[config.mk]
export PLATFORM = sky130hd
export DESIGN_NAME = fully_assoc_tlb_fifo_unit
export DESIGN_NICKNAME = d
export VERILOG_FILES = /design/src/rtl/fatlb_pkg.sv /design/src/rtl/fatlb_ram.sv /design/src/rtl/fully_assoc_tlb_fifo_unit.sv
export SDC_FILE = /design/constraint.sdc
export NUM_CORES = 2
export LEC_CHECK = 0
export ABC_AREA = 1
export BUFFER_PORTS_ARGS = -buffer_cell sky130_fd_sc_hd__buf_2
export CORE_MARGIN = 2
export CORE_UTILIZATION = 40
export CTS_CLUSTER_SIZE = 40
export DETAILED_ROUTE_END_ITERATION = 8
export PLACE_DENSITY = 0.69
export RECOVER_POWER = 100
export SETUP_SLACK_MARGIN = 0.4
export SLEW_MARGIN = 25
export SYNTH_ARGS = -nofsm -noshare
export SYNTH_HDL_FRONTEND = slang
export SYNTH_SLANG_ARGS = --single-unit
[constraint.sdc]
create_clock -name clock -period 8.4 [get_ports clock]
set_input_delay 2.1 -clock clock [delete_from_list [all_inputs] [get_ports clock]]
set_output_delay 2.1 -clock clock [all_outputs]
set_load 0.02 [all_outputs]
[src/rtl/fatlb_pkg.sv]
// Shared constants and types for the fully associative translation buffer.
// No dependencies; used by the top level and the checker.
`default_nettype none

package fatlb_pkg;

   localparam int unsigned TLB_ENTRIES_DEF = 16;

   localparam int unsigned MODE_W  = 2;
   localparam int unsigned ADDR_W  = 32;
   localparam int unsigned STAMP_W = 32;

   localparam logic [MODE_W-1:0] MODE_LOOKUP = 2'd0;
   localparam logic [MODE_W-1:0] MODE_INSERT = 2'd1;
   localparam logic [MODE_W-1:0] MODE_FLUSH  = 2'd2;

   // req tdata: virtual_address, physical_address
   localparam int unsigned REQ_TDATA_W = 2 * ADDR_W;
   // rsp tdata: translated_address
   localparam int unsigned RSP_TDATA_W = ADDR_W;

   typedef struct packed {
      logic [STAMP_W-1:0] age;
      logic [ADDR_W-1:0]  frame;
      logic [ADDR_W-1:0]  tag;
   } entry_type;

   localparam int unsigned ENTRY_W = $bits(entry_type);

endpackage

`default_nettype wire

[src/rtl/fatlb_ram.sv]
// Generic single-port-write, single-port-read RAM with registered read data.
// No dependencies.
`default_nettype none

module fatlb_ram #(
   parameter int unsigned WIDTH = 8,
   parameter int unsigned DEPTH = 16,
   localparam int unsigned AW   = (DEPTH > 1) ? $clog2(DEPTH) : 1
) (
   input  wire logic             clock,
   input  wire logic             wr_en,
   input  wire logic [AW-1:0]    wr_addr,
   input  wire logic [WIDTH-1:0] wr_data,
   input  wire logic             rd_en,
   input  wire logic [AW-1:0]    rd_addr,
   output      logic [WIDTH-1:0] rd_data
);

   logic [WIDTH-1:0] mem_ff [DEPTH];

   always_ff @(posedge clock) begin
      if (wr_en) begin
         mem_ff[wr_addr] <= wr_data;
      end
      if (rd_en) begin
         rd_data <= mem_ff[rd_addr];
      end
   end

endmodule

`default_nettype wire

[src/rtl/fully_assoc_tlb_fifo_unit.sv]
// Fully associative TLB with oldest-stamp (FIFO) replacement, entries held in one RAM.
// Depends on fatlb_pkg and fatlb_ram.
//
// Sequence: for lookup and insert, the request passes through a scan of every entry
//   through the RAM read port, the commit state and the output load before
//   rsp_tvalid rises. Flush and the unused mode go straight to the output load.
// Flow: one transaction at a time; req_tready returns in the same cycle that
//   rsp_tvalid rises, so lookup/insert throughput is set by the one-entry-per-cycle
//   RAM scan; the output load waits while a held response is not taken.
// Reset (synchronous): valid bits, stamp counter, FSM and output valid clear;
//   no RAM clearing pass, entries with a clear valid bit read as all zero.
`default_nettype none

module fully_assoc_tlb_fifo_unit #(
   parameter int unsigned TLB_ENTRIES = fatlb_pkg::TLB_ENTRIES_DEF
) (
   input  wire logic                               clock,
   input  wire logic                               reset,
   // request channel
   input  wire logic                               req_tvalid,
   output      logic                               req_tready,
   // [31:0] virtual_address, [63:32] physical_address
   input  wire logic [fatlb_pkg::REQ_TDATA_W-1:0]  req_tdata,
   // [1:0] mode
   input  wire logic [fatlb_pkg::MODE_W-1:0]       req_tuser,
   // response channel
   output      logic                               rsp_tvalid,
   input  wire logic                               rsp_tready,
   // [31:0] translated_address
   output      logic [fatlb_pkg::RSP_TDATA_W-1:0]  rsp_tdata,
   // [0] hit
   output      logic                               rsp_tuser
);

   localparam int unsigned IDX_W  = (TLB_ENTRIES > 1) ? $clog2(TLB_ENTRIES) : 1;
   localparam int unsigned STEP_W = $clog2(TLB_ENTRIES + 1);
   localparam int unsigned AW     = fatlb_pkg::ADDR_W;
   localparam int unsigned SW     = fatlb_pkg::STAMP_W;

   localparam logic [1:0] ST_IDLE   = 2'd0;
   localparam logic [1:0] ST_SCAN   = 2'd1;
   localparam logic [1:0] ST_COMMIT = 2'd2;
   localparam logic [1:0] ST_RESP   = 2'd3;

   // control state
   logic [1:0]             state_ff,     state_in;
   logic [STEP_W-1:0]      step_ff,      step_in;
   logic                   rd_pend_ff,   rd_pend_in;
   logic [TLB_ENTRIES-1:0] vld_ff,       vld_in;
   logic [SW-1:0]          stamp_ff,     stamp_in;
   logic                   rsp_valid_ff, rsp_valid_in;

   // payload / scan state
   logic [fatlb_pkg::MODE_W-1:0] mode_ff,  mode_in;
   logic [AW-1:0]          vaddr_ff,      vaddr_in;
   logic [AW-1:0]          paddr_ff,      paddr_in;
   logic [IDX_W-1:0]       rd_idx_ff,     rd_idx_in;
   logic                   hit_ff,        hit_in;
   logic [AW-1:0]          frame_ff,      frame_in;
   logic                   free_found_ff, free_found_in;
   logic [IDX_W-1:0]       free_idx_ff,   free_idx_in;
   logic [IDX_W-1:0]       victim_ff,     victim_in;
   logic [SW-1:0]          min_age_ff,    min_age_in;
   logic                   rsp_hit_ff,    rsp_hit_in;
   logic [AW-1:0]          rsp_addr_ff,   rsp_addr_in;

   // RAM port
   logic                          ram_wr_en;
   logic [IDX_W-1:0]              ram_wr_addr;
   fatlb_pkg::entry_type          ram_wr_data;
   logic                          ram_rd_en;
   logic [IDX_W-1:0]              ram_rd_addr;
   logic [fatlb_pkg::ENTRY_W-1:0] ram_rd_data;
   fatlb_pkg::entry_type          ent;

   fatlb_ram #(
      .WIDTH (fatlb_pkg::ENTRY_W),
      .DEPTH (TLB_ENTRIES)
   ) u_entry_ram (
      .clock   (clock),
      .wr_en   (ram_wr_en),
      .wr_addr (ram_wr_addr),
      .wr_data (ram_wr_data),
      .rd_en   (ram_rd_en),
      .rd_addr (ram_rd_addr),
      .rd_data (ram_rd_data)
   );

   assign req_tready = (state_ff == ST_IDLE);
   assign rsp_tvalid = rsp_valid_ff;
   assign rsp_tdata  = rsp_addr_ff;
   assign rsp_tuser  = rsp_hit_ff;

   // Entry returned by the RAM; a never-written or flushed slot reads as empty.
   assign ent = vld_ff[rd_idx_ff] ? fatlb_pkg::entry_type'(ram_rd_data)
                                  : fatlb_pkg::entry_type'('0);

   always_comb begin
      state_in      = state_ff;
      step_in       = step_ff;
      rd_pend_in    = 1'b0;
      vld_in        = vld_ff;
      stamp_in      = stamp_ff;
      rsp_valid_in  = rsp_valid_ff;
      mode_in       = mode_ff;
      vaddr_in      = vaddr_ff;
      paddr_in      = paddr_ff;
      rd_idx_in     = rd_idx_ff;
      hit_in        = hit_ff;
      frame_in      = frame_ff;
      free_found_in = free_found_ff;
      free_idx_in   = free_idx_ff;
      victim_in     = victim_ff;
      min_age_in    = min_age_ff;
      rsp_hit_in    = rsp_hit_ff;
      rsp_addr_in   = rsp_addr_ff;

      ram_wr_en     = 1'b0;
      ram_wr_addr   = free_found_ff ? free_idx_ff : victim_ff;
      ram_wr_data   = '{age: stamp_ff, frame: paddr_ff, tag: vaddr_ff};
      ram_rd_en     = 1'b0;
      ram_rd_addr   = step_ff[IDX_W-1:0];

      if (rsp_valid_ff && rsp_tready) begin
         rsp_valid_in = 1'b0;
      end

      // compare stage: entry read in the previous cycle
      if (rd_pend_ff) begin
         if (mode_ff == fatlb_pkg::MODE_LOOKUP && !hit_ff && vaddr_ff != '0 &&
             ent.tag == vaddr_ff) begin
            hit_in   = 1'b1;
            frame_in = ent.frame;
         end
         if (ent.tag == '0 && !free_found_ff) begin
            free_found_in = 1'b1;
            free_idx_in   = rd_idx_ff;
         end
         // strict less keeps the lowest index on equal stamps
         if (rd_idx_ff == '0 || ent.age < min_age_ff) begin
            victim_in  = rd_idx_ff;
            min_age_in = ent.age;
         end
      end

      case (state_ff)
         ST_IDLE: begin
            if (req_tvalid) begin
               mode_in       = req_tuser;
               vaddr_in      = req_tdata[AW-1:0];
               paddr_in      = req_tdata[2*AW-1:AW];
               hit_in        = 1'b0;
               frame_in      = '0;
               free_found_in = 1'b0;
               step_in       = '0;
               case (req_tuser)
                  fatlb_pkg::MODE_LOOKUP,
                  fatlb_pkg::MODE_INSERT: begin
                     state_in = ST_SCAN;
                  end
                  fatlb_pkg::MODE_FLUSH: begin
                     vld_in   = '0;
                     state_in = ST_RESP;
                  end
                  default: begin
                     state_in = ST_RESP;
                  end
               endcase
            end
         end
         ST_SCAN: begin
            if (step_ff == STEP_W'(TLB_ENTRIES)) begin
               state_in = ST_COMMIT;
            end else begin
               ram_rd_en  = 1'b1;
               rd_pend_in = 1'b1;
               rd_idx_in  = step_ff[IDX_W-1:0];
               step_in    = step_ff + 1'b1;
            end
         end
         ST_COMMIT: begin
            if (mode_ff == fatlb_pkg::MODE_INSERT) begin
               ram_wr_en           = 1'b1;
               vld_in[ram_wr_addr] = 1'b1;
               stamp_in            = stamp_ff + 1'b1;
            end
            state_in = ST_RESP;
         end
         ST_RESP: begin
            if (!rsp_valid_ff || rsp_tready) begin
               rsp_valid_in = 1'b1;
               rsp_hit_in   = hit_ff;
               rsp_addr_in  = frame_ff;
               state_in     = ST_IDLE;
            end
         end
         default: begin
            state_in = ST_IDLE;
         end
      endcase
   end

   always_ff @(posedge clock) begin
      if (reset) begin
         state_ff     <= ST_IDLE;
         step_ff      <= '0;
         rd_pend_ff   <= 1'b0;
         vld_ff       <= '0;
         stamp_ff     <= '0;
         rsp_valid_ff <= 1'b0;
      end else begin
         state_ff     <= state_in;
         step_ff      <= step_in;
         rd_pend_ff   <= rd_pend_in;
         vld_ff       <= vld_in;
         stamp_ff     <= stamp_in;
         rsp_valid_ff <= rsp_valid_in;
      end
   end

   always_ff @(posedge clock) begin
      mode_ff       <= mode_in;
      vaddr_ff      <= vaddr_in;
      paddr_ff      <= paddr_in;
      rd_idx_ff     <= rd_idx_in;
      hit_ff        <= hit_in;
      frame_ff      <= frame_in;
      free_found_ff <= free_found_in;
      free_idx_ff   <= free_idx_in;
      victim_ff     <= victim_in;
      min_age_ff    <= min_age_in;
      rsp_hit_ff    <= rsp_hit_in;
      rsp_addr_ff   <= rsp_addr_in;
   end

endmodule

`default_nettype wire

### Word-level counts from Yosys, hierarchy flattened

Memories as Yosys holds them, arrays and structs flattened. A register that Yosys moved wholly into a read port is not among the register bits.
Cells that the tools add are included.

* add/sub/neg operators: 2
* $lt $le $gt $ge: 4
* equal/unequal tests: 14
* multiplexer cells: 39
* bitwise operators: 2
* reduce and logical (&&, ||, !) cells: 29

Operator list (count)
* two-way mux 32 bit: 4
* two-way mux 96 bit: 1
* two-way mux 16 bit: 3
* adder 32 x 1 -> 32 bit, second input constant: 1
* equality test 32 bit: 1
* zero test 32 bit: 1
* less-than comparator 32 bit: 1
* case mux 16 bit (2 select lines): 1
* nonzero test 32 bit: 1
* two-way mux 1 bit: 19
* bitwise OR 16 bit: 1
* AND reduction 2 bit: 6
* less-than comparator 4 x 5 -> 1 bit, second input constant: 2
* two-way mux 5 bit: 2
* inequality test 2 bit, second input constant: 5
* case mux 5 bit (2 select lines): 1
* two-way mux 2 bit: 4
* case mux 2 bit (4 select lines): 1
* equality test 2 x 1 -> 1 bit, second input constant: 3
* equality test 2 bit, second input constant: 3
* logical AND 1 bit: 6
* zero test 2 bit: 3
* AND reduction 3 bit: 2
* adder 5 x 1 -> 5 bit, second input constant: 1
* other kinds (13): 17

* register bits: 234
* RAM bits: 1536
* input port bits: 70
* output and inout port bits: 35
* logic and storage cells: 109
* memories: 1

Memory list
* u_entry_ram.mem_ff: depth 16, width 96, read ports 1, clocked after memory_dff 1, wr ports 1, line fatlb_ram.sv:19 `logic [WIDTH-1:0] mem_ff [DEPTH];`

### Depth between registers and ports, before layout

* word-level depth: 9
* mapped depth: 23

### Modules after synthesis

A second synthesis with hierarchy kept.

* cell total of the unflattened synthesis: 7419
* area, all modules: 78952.0 µm²

By module, submodules not included
* fatlb_ram: instances 1, cells an instance 6302, area each 68565.8 µm²
* fully_assoc_tlb_fifo_unit: instances 1, cells an instance 1117, area each 10386.2 µm²

### Worst setup path before layout

OpenSTA, ideal clock, no wires.

* path type: register to register
* start point: reg free_found_ff
* end point: mem u_entry_ram.mem_ff[0][0] (netlist bit) (enable)
* library setup time: 668 ps
* data arrival time: 7802 ps
* data required time: 7732 ps
* slack: -71 ps
* stages on the path, launching flop included: 8
* path buffers: 0
* clock period less this slack: 8471 ps
* cell sequence: dfxtp_1 > inv_1 > or2_2 > o21ai_0 > inv_1 > nor2_1 > inv_1 > nor3_1

* cells in the longest elaborated chain, start to end: 1

RTL lines
* from (decl): line fully_assoc_tlb_fifo_unit.sv:60 `logic free_found_ff, free_found_in;`
* from (signal assigned): line fully_assoc_tlb_fifo_unit.sv:228 `free_found_ff <= free_found_in;`
* two-way mux 4 bit: line fully_assoc_tlb_fifo_unit.sv:119 `ram_wr_addr = free_found_ff ? free_idx_ff : victim_ff;`
* to (decl): line fatlb_ram.sv:19

No other way between the ends.

### Worst setup path in the final report

* start point: reg state_ff[0]
* end point: mem u_entry_ram.mem_ff[10][42] (netlist bit) (enable)

* cells in the longest elaborated chain, start to end: 4

RTL lines
* from (decl): line fully_assoc_tlb_fifo_unit.sv:46 `logic [1:0] state_ff, state_in;`
* from (signal assigned): line fully_assoc_tlb_fifo_unit.sv:212 `state_ff <= state_in;`
* equality test 2 bit: line fully_assoc_tlb_fifo_unit.sv:146 `case (state_ff)`
* two-way mux 1 bit: line fully_assoc_tlb_fifo_unit.sv:146
* two-way mux 1 bit: line fatlb_ram.sv:22 `if (wr_en) begin`
* two-way mux 1 bit (not written as such): line fatlb_ram.sv:23 `mem_ff[wr_addr] <= wr_data;`

No other way between the ends.

==> results.json <==
{
  "synth_edf_count": 1775,
  "placed_area_um2": 75100,
  "postRouteAntennaNets": 0,
  "clockPowerShare_pct": 32.1,
  "core_region_area_um2": 179000,
  "worstPathRequired_ns": 8.69,
  "failed_checks": "max-capacitance violations, max-slew violations",
  "start_util_pct": 40.3,
  "syn_area_um2": 72000,
  "holdWs_ns": 0.464,
  "avgRoutedWirePerCell_um": 23.2,
  "grt-ovfl-total": 0,
  "path_max_fanout": 52,
  "place_ws_ns": 3.45,
  "dp_cells": 7714,
  "m1WireLength_um": 73700,
  "cts-htree-levels": 4,
  "post-cts-setup-buffer-count": 0,
  "r2r_setup_slack_ns": 1.85,
  "cts_buffers": 180,
  "grt_max_degree": 237,
  "cts_sinks": 1866,
  "max_clock_freq_mhz": 153,
  "worstHoldStart": "vld_ff[10]",
  "path_clk_slew_ns": 0.06,
  "r2r_start": "state_ff[0]",
  "fin_cells": 8049,
  "hold_end": "vld_ff[10]",
  "critPathKind": "reg2reg",
  "nets": 5651,
  "vias": 45337,
  "worstReg2RegEnd": "u_entry_ram.mem_ff[10][42]",
  "status": "finished, violations left",
  "boundaryPins": 105,
  "cts_root_buf": "clkbuf_16",
  "die_x_um": 428,
  "ys_seq_area_share_pct": 76.5,
  "antenna_found_initial": 4,
  "async_flop_share_pct": 0,
  "crit_path_end_kind": "flip-flop",
  "ys_types": 49,
  "grt_pass1_wl_um": 276000,
  "die_area_um2": 183000,
  "viasPerCell": 5.63,
  "postCtsResizedCells": 0,
  "switchingPower_uw": 7710,
  "min_path_cells": 2,
  "die-height_um": 428,
  "rows": 155,
  "ys_ff_latch": 1866,
  "topRoutingLayerUsed": "met4",
  "relSlewSlack_pct": -206,
  "critPathArrivalTime_ns": 6.84,
  "hpwl_um": 87400,
  "routed_wl_um": 187000,
  "period_share_pct": 77.9,
  "p_leak_uw": 0.0257,
  "drc": 0,
  "synth_warnings": 0,
  "rr_worst_depth": 6,
  "netlist_instances": 5514,
  "peakVddDrop_mv": 0.274,
  "cts_hold_buffers": 0,
  "gp_congestion": 0.851,
  "finalHoldViolCount": 0,
  "cts_max_path_buffers": 3,
  "wl_met3_um": 16600,
  "ys.flop_type": "edfxtp_1",
  "layout-drive-gt1-share_pct": 6.71,
  "setup_viol": 0,
  "drv_cap": 39,
  "syn_avg_cell_area_um2": 13.1,
  "slew_viol_final": 2439,
  "min_path_type": "reg2reg",
  "first_iter_violations": 5387,
  "insertion_delay_ns": 0.81,
  "power.share.switching_pct": 31.2,
  "fin_area_um2": 80400,
  "period_minus_slack_ns": 6.55,
  "fillers": 15527,
  "powerDensity_nw_per_um2": 308,
  "setup_ws_ns": 1.85,
  "met2_length_um": 89700,
  "grtUsageTotal_pct": 19.7,
  "dr.pass1.iters": 6,
  "area_delta_synth_final_pct": 11.6,
  "worstSetupStartpointType": "flip-flop",
  "intPower_uw": 17000,
  "clock_skew_ns": 0.0291,
  "cts_tree": "done",
  "io_buffers": 104,
  "setup_tns_ns": 0,
  "syn_nets": 5622,
  "worst_pin_slew_ns": 4.59,
  "combPwrFrac_pct": 21.7,
  "seqPwrFrac_pct": 46.1,
  "rsz0062_at_grt": "false",
  "grt_pass1_vias": 43362
}
-- cells in the mapped netlist, drive strengths merged, types with 6 or more instances --
library cell / number / area (µm²)
or2: 6 / 37.5
xor2: 11 / 96.3
a21oi: 54 / 270
nor4: 8 / 50.1
edfxtp: 1775 / 53300
buf: 30 / 189
a211oi: 7 / 52.6
ha: 38 / 475
nand3: 88 / 473
nand2: 620 / 2350
inv: 168 / 633
dfxtp: 91 / 1820
nor2: 959 / 3650
o21ai: 797 / 3990
o22ai: 386 / 2410
nand4: 111 / 694
nor3: 42 / 220
clkbuf: 298 / 1120
-- cell type report --
type / count / area, µm² / area share, %
antenna: 1 / 2.50 / 0.00311
sequential: 1866 / 55100 / 68.6
clock buffer: 227 / 4780 / 5.95
inverter: 170 / 661 / 0.822
timing repair buffer: 175 / 920 / 1.14
clock inverter: 105 / 966 / 1.20
tap: 2355 / 2950 / 3.67
multi-input combinational: 3150 / 15000 / 18.6
-- worst max path at each step --
stage / end / slack, ns / from / cells after the start
2_1_floorplan: u_entry_ram.mem_ff[4][0] / -0.06 / free_found_ff / 7
3_3_place_gp: victim_ff[0] / 3.35 / rd_idx_ff[0] / 16
3_5_place_dp: victim_ff[0] / 3.45 / rd_idx_ff[0] / 18
4_1_cts: min_age_ff[2] / 3.46 / rd_idx_ff[0] / 18
5_1_grt: frame_ff[7] / 1.53 / rd_idx_ff[0] / 17
6_report: u_entry_ram.mem_ff[10][42] / 1.85 / state_ff[0] / 6
-- stage by stage --
step	total power (µW)	utilization (%)
2_1_floorplan	15100	-
3_3_place_gp	16700	42.0
3_5_place_dp	16800	42.1
4_1_cts	24700	45.3
5_1_grt	25800	45.0
6_report	24700	45.0
-- placed cells by master, fill, tap and decap left out, drive strengths merged, types with 6 or more instances in the layout --
cell type,Yosys,routed
nor3,42,42
or2,6,6
nand4,111,111
bufinv,0,15
a211oi,7,7
o22ai,386,386
ha,38,38
o21ai,797,797
edfxtp,1775,1775
nand2,620,620
clkinv,2,75
a21oi,54,54
dfxtp,91,91
clkbuf,298,327
buf,30,75
nor4,8,8
nor2,959,959
xor2,11,11
nand3,88,88
inv,168,180
-- per-layer routing --
| layer | global-route usage, % | vias up |
|---|---|---|
| met5 | 0 | - |
| met4 | 7.72 | 0 |
| met3 | 2.83 | 385 |
| met2 | 32.6 | 2288 |
| met1 | 26.4 | 22450 |
| li1 | - | 20214 |
-- cell families (layout without fill, tap and decap cells) --
logic type,after synthesis,in the layout,share of synthesized area [%]
flip-flops,1866,1866,76.5
AND/OR/NAND/NOR,1843,1843,10.5
AO/OA/AOI/OAI,1255,1255,9.46
buffers and inverters,498,677,2.70
adder cells (fa/ha/maj),38,38,0.660
XOR/XNOR,14,14,0.170
other,0,1,0
-- registers in the layout, indices dropped and copies added, names as in the netlist, 5 cells and up --
register	cells
u_entry_ram.mem_ff	1536
u_entry_ram.rd_data	96
frame_ff	32
min_age_ff	32
paddr_ff	32
rsp_tdata	32
stamp_ff	32
vaddr_ff	32
vld_ff	16
step_ff	5
-- power groups by stage --
| stage | registers [µW] | logic (µW) | clock network (µW) |
|---|---|---|---|
| 2_1_floorplan | 11400 | 3760 | 0 |
| 3_3_place_gp | 11500 | 5110 | 0 |
| 3_5_place_dp | 11600 | 5260 | 0 |
| 4_1_cts | 11400 | 5290 | 8030 |
| 5_1_grt | 11500 | 5950 | 8390 |
| 6_report | 11400 | 5380 | 7950 |
-- worst max-delay path: stages (launching register included) --
cell      delay [ns]
dfxtp_1         0.33
inv_1           0.10
ha_1            0.27
nand3_1         0.81
nor3_1          0.45
buf_4           0.79
clkbuf_1        3.17
Power figures use the tool's default switching activity.
